<file path="src/design/u8d_pkg.sv">
// ----------------------------------------------------------------------------
// UTF-8 stream decoder package
// Shared types and constants for the front end, the record queue and the
// back end of the UTF-8 stream decoder.
// ----------------------------------------------------------------------------
package u8d_pkg;

  localparam int unsigned CP_W   = 21;
  localparam int unsigned PART_W = 15;
  localparam int unsigned CONT_W = 6;

  localparam logic [CP_W-1:0] REPL_CP = 21'h00FFFD;

  // Record queue between front and back end.
  localparam int unsigned QDEPTH = 4;
  localparam int unsigned QPTR_W = $clog2(QDEPTH);
  localparam int unsigned QCNT_W = $clog2(QDEPTH + 1);

  // Classification of a byte taken as the start of a character.
  typedef enum logic [1:0] {
    LEAD_ASCII,
    LEAD_SEQ,
    LEAD_BAD
  } u8d_lead_t;

  // All results that one input byte causes: one, or two when "two" is set.
  typedef struct packed {
    logic            two;
    logic [CP_W-1:0] cp0;
    logic            repl0;
    logic [CP_W-1:0] cp1;
    logic            repl1;
  } u8d_rec_t;

endpackage

</file>
<file path="src/design/utf8_stream_decoder_top.sv">
// ----------------------------------------------------------------------------
// UTF-8 stream decoder, top level
// Each byte's results are registered in the record queue and then in the output
// register before they reach the outputs; a second result of the same byte follows.
// Throughput: one byte per cycle while the record queue is not full; a byte with two
// results needs an extra beat, absorbed by the four-entry record queue. A synchronous
// reset (rst) closes any open sequence and empties the queue and the output register.
// ----------------------------------------------------------------------------
module utf8_stream_decoder_top (
  input  logic                        clk,
  input  logic                        rst,
  // Input channel: one raw byte per beat.
  input  logic [7:0]                  data_byte,
  input  logic                        end_of_buffer,
  input  logic                        in_valid,
  output logic                        in_ready,
  // Output channel: one decoded code point per beat.
  output logic [u8d_pkg::CP_W-1:0]    code_point,
  output logic                        replaced,
  output logic                        run_last,
  output logic                        out_valid,
  input  logic                        out_ready
);

  // The front end decodes each accepted byte in the same cycle and pushes a
  // record of its results, if any, into the queue. Bytes that only advance an
  // open sequence push nothing.
  logic                 push;
  logic                 q_full;
  u8d_pkg::u8d_rec_t    push_rec;

  // The back end drains the queue head, one result beat at a time.
  logic                 pop;
  logic                 head_valid;
  u8d_pkg::u8d_rec_t    head;

  u8d_front u_front (
    .clk           (clk),
    .rst           (rst),
    .data_byte     (data_byte),
    .end_of_buffer (end_of_buffer),
    .in_valid      (in_valid),
    .in_ready      (in_ready),
    .q_full        (q_full),
    .push          (push),
    .rec           (push_rec)
  );

  u8d_queue u_queue (
    .clk        (clk),
    .rst        (rst),
    .push       (push),
    .push_rec   (push_rec),
    .full       (q_full),
    .pop        (pop),
    .head_valid (head_valid),
    .head       (head)
  );

  // The output register in the back end separates the two sides: new bytes
  // keep flowing while a result beat waits to be taken, until the queue is full.
  u8d_back u_back (
    .clk        (clk),
    .rst        (rst),
    .head_valid (head_valid),
    .head       (head),
    .pop        (pop),
    .code_point (code_point),
    .replaced   (replaced),
    .run_last   (run_last),
    .out_valid  (out_valid),
    .out_ready  (out_ready)
  );

endmodule

</file>
<file path="src/design/u8d_front.sv">
// ----------------------------------------------------------------------------
// UTF-8 decoder front end
// Accepts one byte per cycle while the record queue is not full, tracks the
// open sequence and turns each byte into a record of the results it causes.
// ----------------------------------------------------------------------------
module u8d_front (
  input  logic                 clk,
  input  logic                 rst,
  input  logic [7:0]           data_byte,
  input  logic                 end_of_buffer,
  input  logic                 in_valid,
  output logic                 in_ready,
  input  logic                 q_full,
  output logic                 push,
  output u8d_pkg::u8d_rec_t    rec
);

  logic [1:0]                   pending;
  logic [1:0]                   pending_next;
  logic [u8d_pkg::PART_W-1:0]   partial;
  logic [u8d_pkg::PART_W-1:0]   partial_next;
  logic                         accept;
  logic                         emit;
  logic                         is_cont;
  logic [1:0]                   pend_dec;
  logic [u8d_pkg::CP_W-1:0]     cont_val;
  u8d_pkg::u8d_lead_t           lead_kind;
  logic [1:0]                   lead_need;
  logic [4:0]                   lead_bits;

  assign in_ready = !q_full;
  assign accept   = in_valid && in_ready;
  assign push     = accept && emit;
  assign is_cont  = (data_byte[7:6] == 2'b10);
  assign pend_dec = pending - 2'd1;
  assign cont_val = {partial, data_byte[u8d_pkg::CONT_W-1:0]};

  // Lead byte classification.
  always_comb begin
    lead_kind = u8d_pkg::LEAD_BAD;
    lead_need = 2'd0;
    lead_bits = 5'd0;
    unique case (data_byte) inside
      [8'h00:8'h7F]: lead_kind = u8d_pkg::LEAD_ASCII;
      [8'hC0:8'hDF]: begin
        lead_kind = u8d_pkg::LEAD_SEQ;
        lead_need = 2'd1;
        lead_bits = data_byte[4:0];
      end
      [8'hE0:8'hEF]: begin
        lead_kind = u8d_pkg::LEAD_SEQ;
        lead_need = 2'd2;
        lead_bits = {1'b0, data_byte[3:0]};
      end
      [8'hF0:8'hF7]: begin
        lead_kind = u8d_pkg::LEAD_SEQ;
        lead_need = 2'd3;
        lead_bits = {2'b00, data_byte[2:0]};
      end
      default: lead_kind = u8d_pkg::LEAD_BAD;
    endcase
  end

  // Sequence tracking and record building.
  always_comb begin
    logic                     do_lead;
    logic                     lead_emit;
    logic [u8d_pkg::CP_W-1:0] lead_cp;
    logic                     lead_repl;
    pending_next = pending;
    partial_next = partial;
    emit         = 1'b0;
    rec          = '0;
    do_lead      = 1'b0;
    lead_emit    = 1'b0;
    lead_cp      = u8d_pkg::REPL_CP;
    lead_repl    = 1'b1;

    if (pending != 2'd0) begin
      if (is_cont) begin
        if (pend_dec == 2'd0) begin
          pending_next = 2'd0;
          partial_next = '0;
          emit         = 1'b1;
          rec.cp0      = cont_val;
        end else if (end_of_buffer) begin
          pending_next = 2'd0;
          partial_next = '0;
          emit         = 1'b1;
          rec.cp0      = u8d_pkg::REPL_CP;
          rec.repl0    = 1'b1;
        end else begin
          pending_next = pend_dec;
          partial_next = cont_val[u8d_pkg::PART_W-1:0];
        end
      end else begin
        // Sequence broken off: replace it, then decode this byte afresh.
        pending_next = 2'd0;
        partial_next = '0;
        emit         = 1'b1;
        rec.cp0      = u8d_pkg::REPL_CP;
        rec.repl0    = 1'b1;
        do_lead      = 1'b1;
      end
    end else begin
      do_lead = 1'b1;
    end

    if (do_lead) begin
      unique case (lead_kind)
        u8d_pkg::LEAD_ASCII: begin
          lead_emit = 1'b1;
          lead_cp   = {{(u8d_pkg::CP_W-8){1'b0}}, data_byte};
          lead_repl = 1'b0;
        end
        u8d_pkg::LEAD_SEQ: begin
          if (end_of_buffer) begin
            lead_emit = 1'b1;
          end else begin
            pending_next = lead_need;
            partial_next = {{(u8d_pkg::PART_W-5){1'b0}}, lead_bits};
          end
        end
        default: lead_emit = 1'b1;
      endcase
      if (lead_emit) begin
        if (emit) begin
          rec.two   = 1'b1;
          rec.cp1   = lead_cp;
          rec.repl1 = lead_repl;
        end else begin
          emit      = 1'b1;
          rec.cp0   = lead_cp;
          rec.repl0 = lead_repl;
        end
      end
    end
  end

  always_ff @(posedge clk) begin
    if (rst) begin
      pending <= 2'd0;
      partial <= '0;
    end else if (accept) begin
      pending <= pending_next;
      partial <= partial_next;
    end
  end

`ifndef SYNTHESIS
  // The end of a buffer always leaves no sequence open.
  a_eob_clears: assert property (@(posedge clk) disable iff (rst)
    accept && end_of_buffer |=> pending == 2'd0)
    else $error("sequence left open after end of buffer");
`endif

endmodule

</file>
<file path="src/design/u8d_queue.sv">
// ----------------------------------------------------------------------------
// UTF-8 decoder record queue
// Short FIFO of result records between the front end and the back end.
// ----------------------------------------------------------------------------
module u8d_queue (
  input  logic                 clk,
  input  logic                 rst,
  input  logic                 push,
  input  u8d_pkg::u8d_rec_t    push_rec,
  output logic                 full,
  input  logic                 pop,
  output logic                 head_valid,
  output u8d_pkg::u8d_rec_t    head
);

  u8d_pkg::u8d_rec_t            entries [u8d_pkg::QDEPTH];
  logic [u8d_pkg::QPTR_W-1:0]   wr_ptr;
  logic [u8d_pkg::QPTR_W-1:0]   rd_ptr;
  logic [u8d_pkg::QCNT_W-1:0]   count;

  assign full       = (count == u8d_pkg::QCNT_W'(u8d_pkg::QDEPTH));
  assign head_valid = (count != '0);
  assign head       = entries[rd_ptr];

  always_ff @(posedge clk) begin
    if (push) begin
      entries[wr_ptr] <= push_rec;
    end
  end

  always_ff @(posedge clk) begin
    if (rst) begin
      wr_ptr <= '0;
      rd_ptr <= '0;
      count  <= '0;
    end else begin
      if (push) begin
        wr_ptr <= wr_ptr + 1'b1;
      end
      if (pop) begin
        rd_ptr <= rd_ptr + 1'b1;
      end
      if (push && !pop) begin
        count <= count + 1'b1;
      end else if (pop && !push) begin
        count <= count - 1'b1;
      end
    end
  end

`ifndef SYNTHESIS
  a_no_overflow: assert property (@(posedge clk) disable iff (rst)
    push |-> !full)
    else $error("record queue written while full");
  a_no_underflow: assert property (@(posedge clk) disable iff (rst)
    pop |-> head_valid)
    else $error("record queue read while empty");
`endif

endmodule

</file>
<file path="src/design/u8d_back.sv">
// ----------------------------------------------------------------------------
// UTF-8 decoder back end
// Unpacks each record into one or two result beats and holds them in the
// output register until they are taken.
// ----------------------------------------------------------------------------
module u8d_back (
  input  logic                        clk,
  input  logic                        rst,
  input  logic                        head_valid,
  input  u8d_pkg::u8d_rec_t           head,
  output logic                        pop,
  output logic [u8d_pkg::CP_W-1:0]    code_point,
  output logic                        replaced,
  output logic                        run_last,
  output logic                        out_valid,
  input  logic                        out_ready
);

  logic idx;
  logic idx_next;
  logic load;
  logic last;

  assign load     = head_valid && (!out_valid || out_ready);
  assign last     = idx || !head.two;
  assign pop      = load && last;
  assign idx_next = load ? (!idx && head.two) : idx;

  always_ff @(posedge clk) begin
    if (load) begin
      code_point <= idx ? head.cp1 : head.cp0;
      replaced   <= idx ? head.repl1 : head.repl0;
      run_last   <= last;
    end
  end

  always_ff @(posedge clk) begin
    if (rst) begin
      idx       <= 1'b0;
      out_valid <= 1'b0;
    end else begin
      idx <= idx_next;
      if (load) begin
        out_valid <= 1'b1;
      end else if (out_ready) begin
        out_valid <= 1'b0;
      end
    end
  end

`ifndef SYNTHESIS
  // The second half of a record is only pending while its record is at the head.
  a_second_has_head: assert property (@(posedge clk) disable iff (rst)
    idx |-> head_valid && head.two)
    else $error("second result pending without a two-result record");
`endif

endmodule
</file>
<file path="config.mk">
export PLATFORM = sky130hd
export DESIGN_NAME = utf8_stream_decoder_top
export DESIGN_NICKNAME = d
export VERILOG_FILES = /design/src/design/u8d_pkg.sv /design/src/design/utf8_stream_decoder_top.sv /design/src/design/u8d_front.sv /design/src/design/u8d_queue.sv /design/src/design/u8d_back.sv
export SDC_FILE = /design/constraint.sdc
export NUM_CORES = 1
export LEC_CHECK = 0
export ABC_AREA = 0
export BUFFER_PORTS_ARGS = -buffer_cell sky130_fd_sc_hd__buf_2
export CORE_MARGIN = 2
export CORE_UTILIZATION = 35
export CTS_CLUSTER_SIZE = 10
export DETAILED_ROUTE_END_ITERATION = 10
export GPL_TIMING_DRIVEN = 0
export SYNTH_ARGS = -nofsm -noshare
export SYNTH_HDL_FRONTEND = slang
export SYNTH_SLANG_ARGS = --single-unit
</file>
<file path="constraint.sdc">
create_clock -name clk -period 5.5 [get_ports clk]
set_clock_uncertainty 0.15 [all_clocks]
set_input_delay 0.275 -clock clk [delete_from_list [all_inputs] [get_ports clk]]
set_output_delay 0.275 -clock clk [all_outputs]
set_load 0.02 [all_outputs]
</file>
; ---- After elaboration in Yosys (flattened, before gate mapping)
; Memory sizes are Yosys's and may differ from the RTL's. A register that Yosys moved wholly into a read port is not among the register bits.
; Index checks and enable logic that the tools add are counted.
[totals]
ram_bits = 180
in_bits = 13
wordCells = 102
output_inout_bits = 25
mem_count = 1
regBits = 49
[op_classes]
n_eq_ne = 3
mux = 49
n_lt_le_gt_ge = 8
n_reduce_logical = 26
addsub = 5
[mem_list]
columns = memory, depth, width, read_ports, rd_ports_with_merged_regs, wr, line_no
row1 = u_queue.entries, 4, 45, 1, 1, 1, u8d_queue.sv:16  ; u8d_pkg::u8d_rec_t entries [u8d_pkg::QDEPTH];
[op_table]
columns = operator, n
row1 = two-way mux 15 bit, 7
row2 = two-way mux 45 bit, 2
row3 = two-way mux 22 bit, 3
row4 = two-way mux 21 bit, 2
row5 = two-way mux 17 bit, 2
row6 = greater-or-equal comparator 8 bit (second input constant), 3
row7 = less-or-equal comparator 8 bit (second input constant), 3
row8 = two-way mux 1 bit, 18
row9 = two-way mux 2 bit, 9
row10 = two-way mux 16 bit, 1
row11 = case mux 5 bit (3 select lines), 1
row12 = logical AND 1 bit, 11
row13 = greater-or-equal comparator 8 x 1 -> 1 bit (second input constant), 1
row14 = less-or-equal comparator 8 x 7 -> 1 bit (second input constant), 1
row15 = logical NOT 1 bit, 6
row16 = two-way mux 3 bit, 2
row17 = case mux 2 bit (3 select lines), 1
row18 = nonzero test 2 bit, 3
row19 = adder 2 x 1 -> 2 bit (second input constant), 2
row20 = logical NOT 2 bit, 2
row21 = case mux 2 bit (2 select lines), 1
row22 = adder 3 x 1 -> 3 bit (second input constant), 1
row23 = equality test 3 bit (second input constant), 1
row24 = nonzero test 3 bit, 1
row25 = 6 further kinds, 7

; ---- Logic depth before layout (Yosys ltp)
[logic_depth]
ltp_word = 14
depth_mapped = 12

; ---- Cells and area by module
; Synthesis repeated with hierarchy kept, for this count alone.
[unflattened]
cells_unflattened = 507
hier_area_um2 = 9447.8
[modules_own_cells]
columns = mod, instances, cells_per_inst, area_each_um2
row1 = u8d_queue, 1, 279, 6984.2
row2 = u8d_front, 1, 167, 1307.5
row3 = u8d_back, 1, 61, 1156.1

; ---- Worst setup path after synthesis
; Ideal clock, no wire load.
[synth_path]
path_kind = register to register
from = register u_front.pending[0]
to = register u_queue.count[2] (netlist bit)
path_slack_ps = 2837
path_buffers = 1
path_stages_with_launch = 13
t_required_ps = 5280
arrival_time_ps = 2442
cell_sequence = dfxtp_1 -> inv_1 -> ha_1 -> buf_2 -> nand2_1 -> nor2_1 -> a211oi_4 -> ha_1 -> inv_1 -> fa_1 -> xor2_1 -> or3_1 -> a21oi_1
[synth_via]
elab_chain_len = 11
[synth_rtl]
columns = element, line_no
row1 = "start, declared", u8d_front.sv:18  ; logic [1:0] pending;
row2 = "start signal, assigned", u8d_front.sv:145  ; pending <= pending_next;
row3 = subtractor 2 x 1 -> 2 bit, u8d_front.sv:35  ; assign pend_dec = pending - 2'd1;
row4 = logical NOT 2 bit, u8d_front.sv:81  ; if (pend_dec == 2'd0) begin
row5 = two-way mux 1 bit, u8d_front.sv:81
row6 = two-way mux 1 bit, u8d_front.sv:80  ; if (is_cont) begin
row7 = two-way mux 1 bit, u8d_front.sv:79  ; if (pending != 2'd0) begin
row8 = two-way mux 1 bit, u8d_front.sv:126  ; if (lead_emit) begin
row9 = two-way mux 1 bit *, u8d_front.sv:109  ; if (do_lead) begin
row10 = logical AND 1 bit *, u8d_front.sv:33  ; assign push = accept && emit;
row11 = named net push, utf8_stream_decoder_top.sv:28  ; logic push;
row12 = logical NOT 1 bit, u8d_queue.sv:45  ; end else if (pop && !push) begin
row13 = logical AND 1 bit, u8d_queue.sv:45
row14 = nonzero test 2 bit (no line), --
row15 = "end signal, assigned", u8d_queue.sv:44  ; count <= count + 1'b1;
row16 = "end signal, assigned", u8d_queue.sv:46  ; count <= count - 1'b1;
row17 = "end, declared", u8d_queue.sv:19  ; logic [u8d_pkg::QCNT_W-1:0] count;
; Mark *: on every way through the listed nets, which the timed path passes. The rest lies on a longest branch.
; A chain may end at the register's enable or synchronous reset.

; ---- Worst setup path in the final report
; Same ends and word-level chain as after synthesis.

==> impl_metrics.tcl <==
set metrics [dict create \
    status "finished clean" \
    seqPwrFrac_pct 45.9 \
    setup_tns_ns 0 \
    reg2reg_depth 12 \
    power-per-cell-area_nw_per_um2 472 \
    area_growth_pct 17.6 \
    p_leak_nw 2.95 \
    synth_top_area_share_pct 63.6 \
    viasPerCell 4.98 \
    hpwlAfterDp_um 9530 \
    synthArstFlopShare_pct 0 \
    hold_viol 0 \
    cts_max_level 4 \
    cts_inserted_buffers 17 \
    grt_usage_pct 13.7 \
    cts-resized-gates 0 \
    wl_um 14000 \
    grt_pass1_vias 4031 \
    peakVddDrop_mv 0.223 \
    intPower_w 0.00284 \
    layout_min_cycle_time_ns 2.98 \
    critPathTopFamily "adder cells" \
    path_cells "inv_1 > ha_1 > buf_2 > nand2_1 > nor2_1 > a211oi_4 > ha_1 > inv_1 > fa_1 > xor2_1 > or3_1 > a21oi_1" \
    ys_seq_area_share_pct 71.4 \
    max_stage_delay_ns 0.41 \
    synth_warnings 0 \
    synth_area_leaders "edfxtp_1 64%, mux4_2 10%, dfxtp_1 7.9%" \
    hold_depth 4 \
    switching_share_pct 28.2 \
    post_drt_wl_per_cell_um 18.2 \
    synthCells 423 \
    power_w 0.00396 \
    holdBufCountCts 4 \
    tightest_slew_ns 1.11 \
    first_pass_iters 5 \
    clockBufferDepth 2 \
    syn_nets 444 \
    fin_area_um2 8380 \
    rsz0062_at_grt "false" \
    comb_power_share_pct 24.2 \
    arrival_ns 3.19 \
    min_period_over_period_pct 54.3 \
    start_util_pct 35.5 \
    crit_slowest_cell "a211oi_4" \
    yosysTopAreaCell "edfxtp_1" \
    p_clk_share_pct 29.9 \
    syn_avg_cell_area_um2 16.9 \
    clk_latency_ns 0.43 \
    grt_max_degree 33 \
    post-cts-setup-buffers 0 \
    crit_path_max_fanout 9 \
    r2r_end "u_queue.count[2]" \
    cp-start-kind "flop" \
    drive_gt1_share_pct 24.2 \
    num_rows 52 \
    mappedNetlistArea_um2 7130 \
    drt_iter0_markers 239 \
    power_switching_w 0.00112 \
    root_buffer "clkbuf_16" \
    grt_pass1_wl_um 22100 \
    crit_required_ns 5.71 \
    slew_headroom_pct 25.5 \
    synth-main-ff-cell "edfxtp_1" \
    cts.clk_slew.worst_paths_ns 0.06 \
    reg2reg_slack_ns 2.52 \
    synth_edf_count 151 \
    portBuffers 35 \
    die-area_um2 21500 \
    overflow 0 \
    min_path_type "in -> reg" \
    cap_violations 0 \
    ant_nets 0 \
    synthDistinctLibCells 48 \
    cts_tree "done" \
    cp.buffers_inverters 3 \
    clock_sinks 179 \
    diodes 0 \
    hold_end "u_back.out_valid" \
    startpoint "u_front.pending[0]" \
    vias 3826 \
    cp-end-kind "flop" \
    nNetsFinal 507 \
    die_y_um 147 \
    io_pins 38 \
    hp-start "out_ready" \
    postPlaceCellArea_um2 7770 \
    globalplace.congestion 0.913 \
    rr_startpoint "u_front.pending[0]" \
    die_x_um 147 \
    synth.ff_latch_count 179 \
    grt_antenna_before_repair 0 \
    post-route-drc-count 0 \
    coreArea_um2 20100 \
    setup_viol 0 \
    cp.depth 12 \
    final-max-slew-violation-count 0 \
    max_freq_mhz 335 \
    crit_type "reg -> reg" \
]
## through the flow
stage,utilization (%),cells,hold WS (ns),worst slack [ns]
final,41.7,769,0.0271,2.52
after CTS,41.7,769,0.0186,2.52
after global placement,38.0,728,0.307,2.10
after floorplan,-,423,0.250,2.84
after global routing,41.7,769,0.0477,2.35
after detailed placement,38.6,733,0.312,2.55
## layout by cell type, fill, tap and decap left out, types with 4 or more instances in the layout
master,synthesis,routed
dlygate4sd3_1,0,4
nor2b_1,5,5
clkbuf_1,8,11
a21oi_1,8,8
mux4_2,32,32
clkbuf_16,0,17
nor2_1,13,12
and2_1,14,10
nand2_1,51,51
buf_2,8,43
ha_1,7,7
o21a_1,4,4
clkinv_1,0,5
nor3_1,4,4
dfxtp_1,28,28
a21o_1,15,15
inv_1,13,13
a22o_1,13,13
and2_2,0,4
o21ai_0,7,7
edfxtp_1,151,151
## per-layer routing
metal	vias up	part of all wire, %	track usage (%)
met5	-	0	0
met4	0	1.6	6.02
met3	16	5.4	3.01
met2	125	50	22.5
met1	1934	43	17.7
li1	1751	-	-
## worst min-delay path, cell delays in order
cell	delay [ns]
buf_2	0.08
nor2b_1	0.08
inv_1	0.06
a21oi_1	0.05
## worst max path at each step
stage	endpoint	slack [ns]
after detailed placement	u_queue.count[2]	2.55
final	u_queue.count[2]	2.52
after global routing	u_queue.count[2]	2.35
after CTS	u_queue.count[2]	2.52
after global placement	u_queue.entries[1][36]	2.10
after floorplan	u_queue.count[2]	2.84
## cells in the mapped netlist, drive strengths merged (2+ instances only)
master  instances
a211oi          2
a21boi          2
a21o           15
a21oi           9
a22o           13
a32o            2
and2           15
and3            2
buf            12
clkbuf          8
dfxtp          28
edfxtp        151
ha              7
inv            13
mux2i           2
mux4           32
nand2          51
nand3b          2
nor2           13
nor2b           5
nor3            4
nor3b           2
nor4            2
o211ai          2
o21a            4
o21ai           7
xor2            2
## power groups by stage
stage	clock network [W]	registers [W]	logic [W]
finish	0.00119	0.00182	0.000956
global route	0.00127	0.00184	0.00106
CTS	0.00121	0.00182	0.000985
detailed placement	0	0.00185	0.000980
global placement	0	0.00185	0.000918
floorplan	0	0.00197	0.000534
## cell families (layout without fill, tap and decap cells)
group / Yosys count / count (layout) / share of synthesized area, %
flops: 179 / 179 / 71.4
fa+ha+maj: 8 / 8 / 1.51
compound gates: 64 / 64 / 7.11
simple gates: 101 / 101 / 7.00
buf+inv: 33 / 109 / 2.04
xor+xnor: 3 / 3 / 0.368
mux: 35 / 35 / 10.5
## flip-flops by register name (all words and copies together) (netlist names), named ones only
name and cells:
u_front.pending 2, u_front.partial 15, u_back.replaced 1, u_back.run_last 1, u_back.out_valid 1, u_queue.count 3, u_back.idx 1, u_queue.entries 128
u_queue.rd_ptr 2, u_back.code_point 21, u_queue.wr_ptr 2
## cell type report
cell class	instances	area (µm²)
fill	1803	11700
sequential	179	5090
multi-input combinational	211	1900
clock buffer	20	437
tap	270	338
timing repair buffer	44	333
clock inverter	12	138
buffer	20	96.3
inverter	13	48.8
Power figures use the tool's default switching activity.
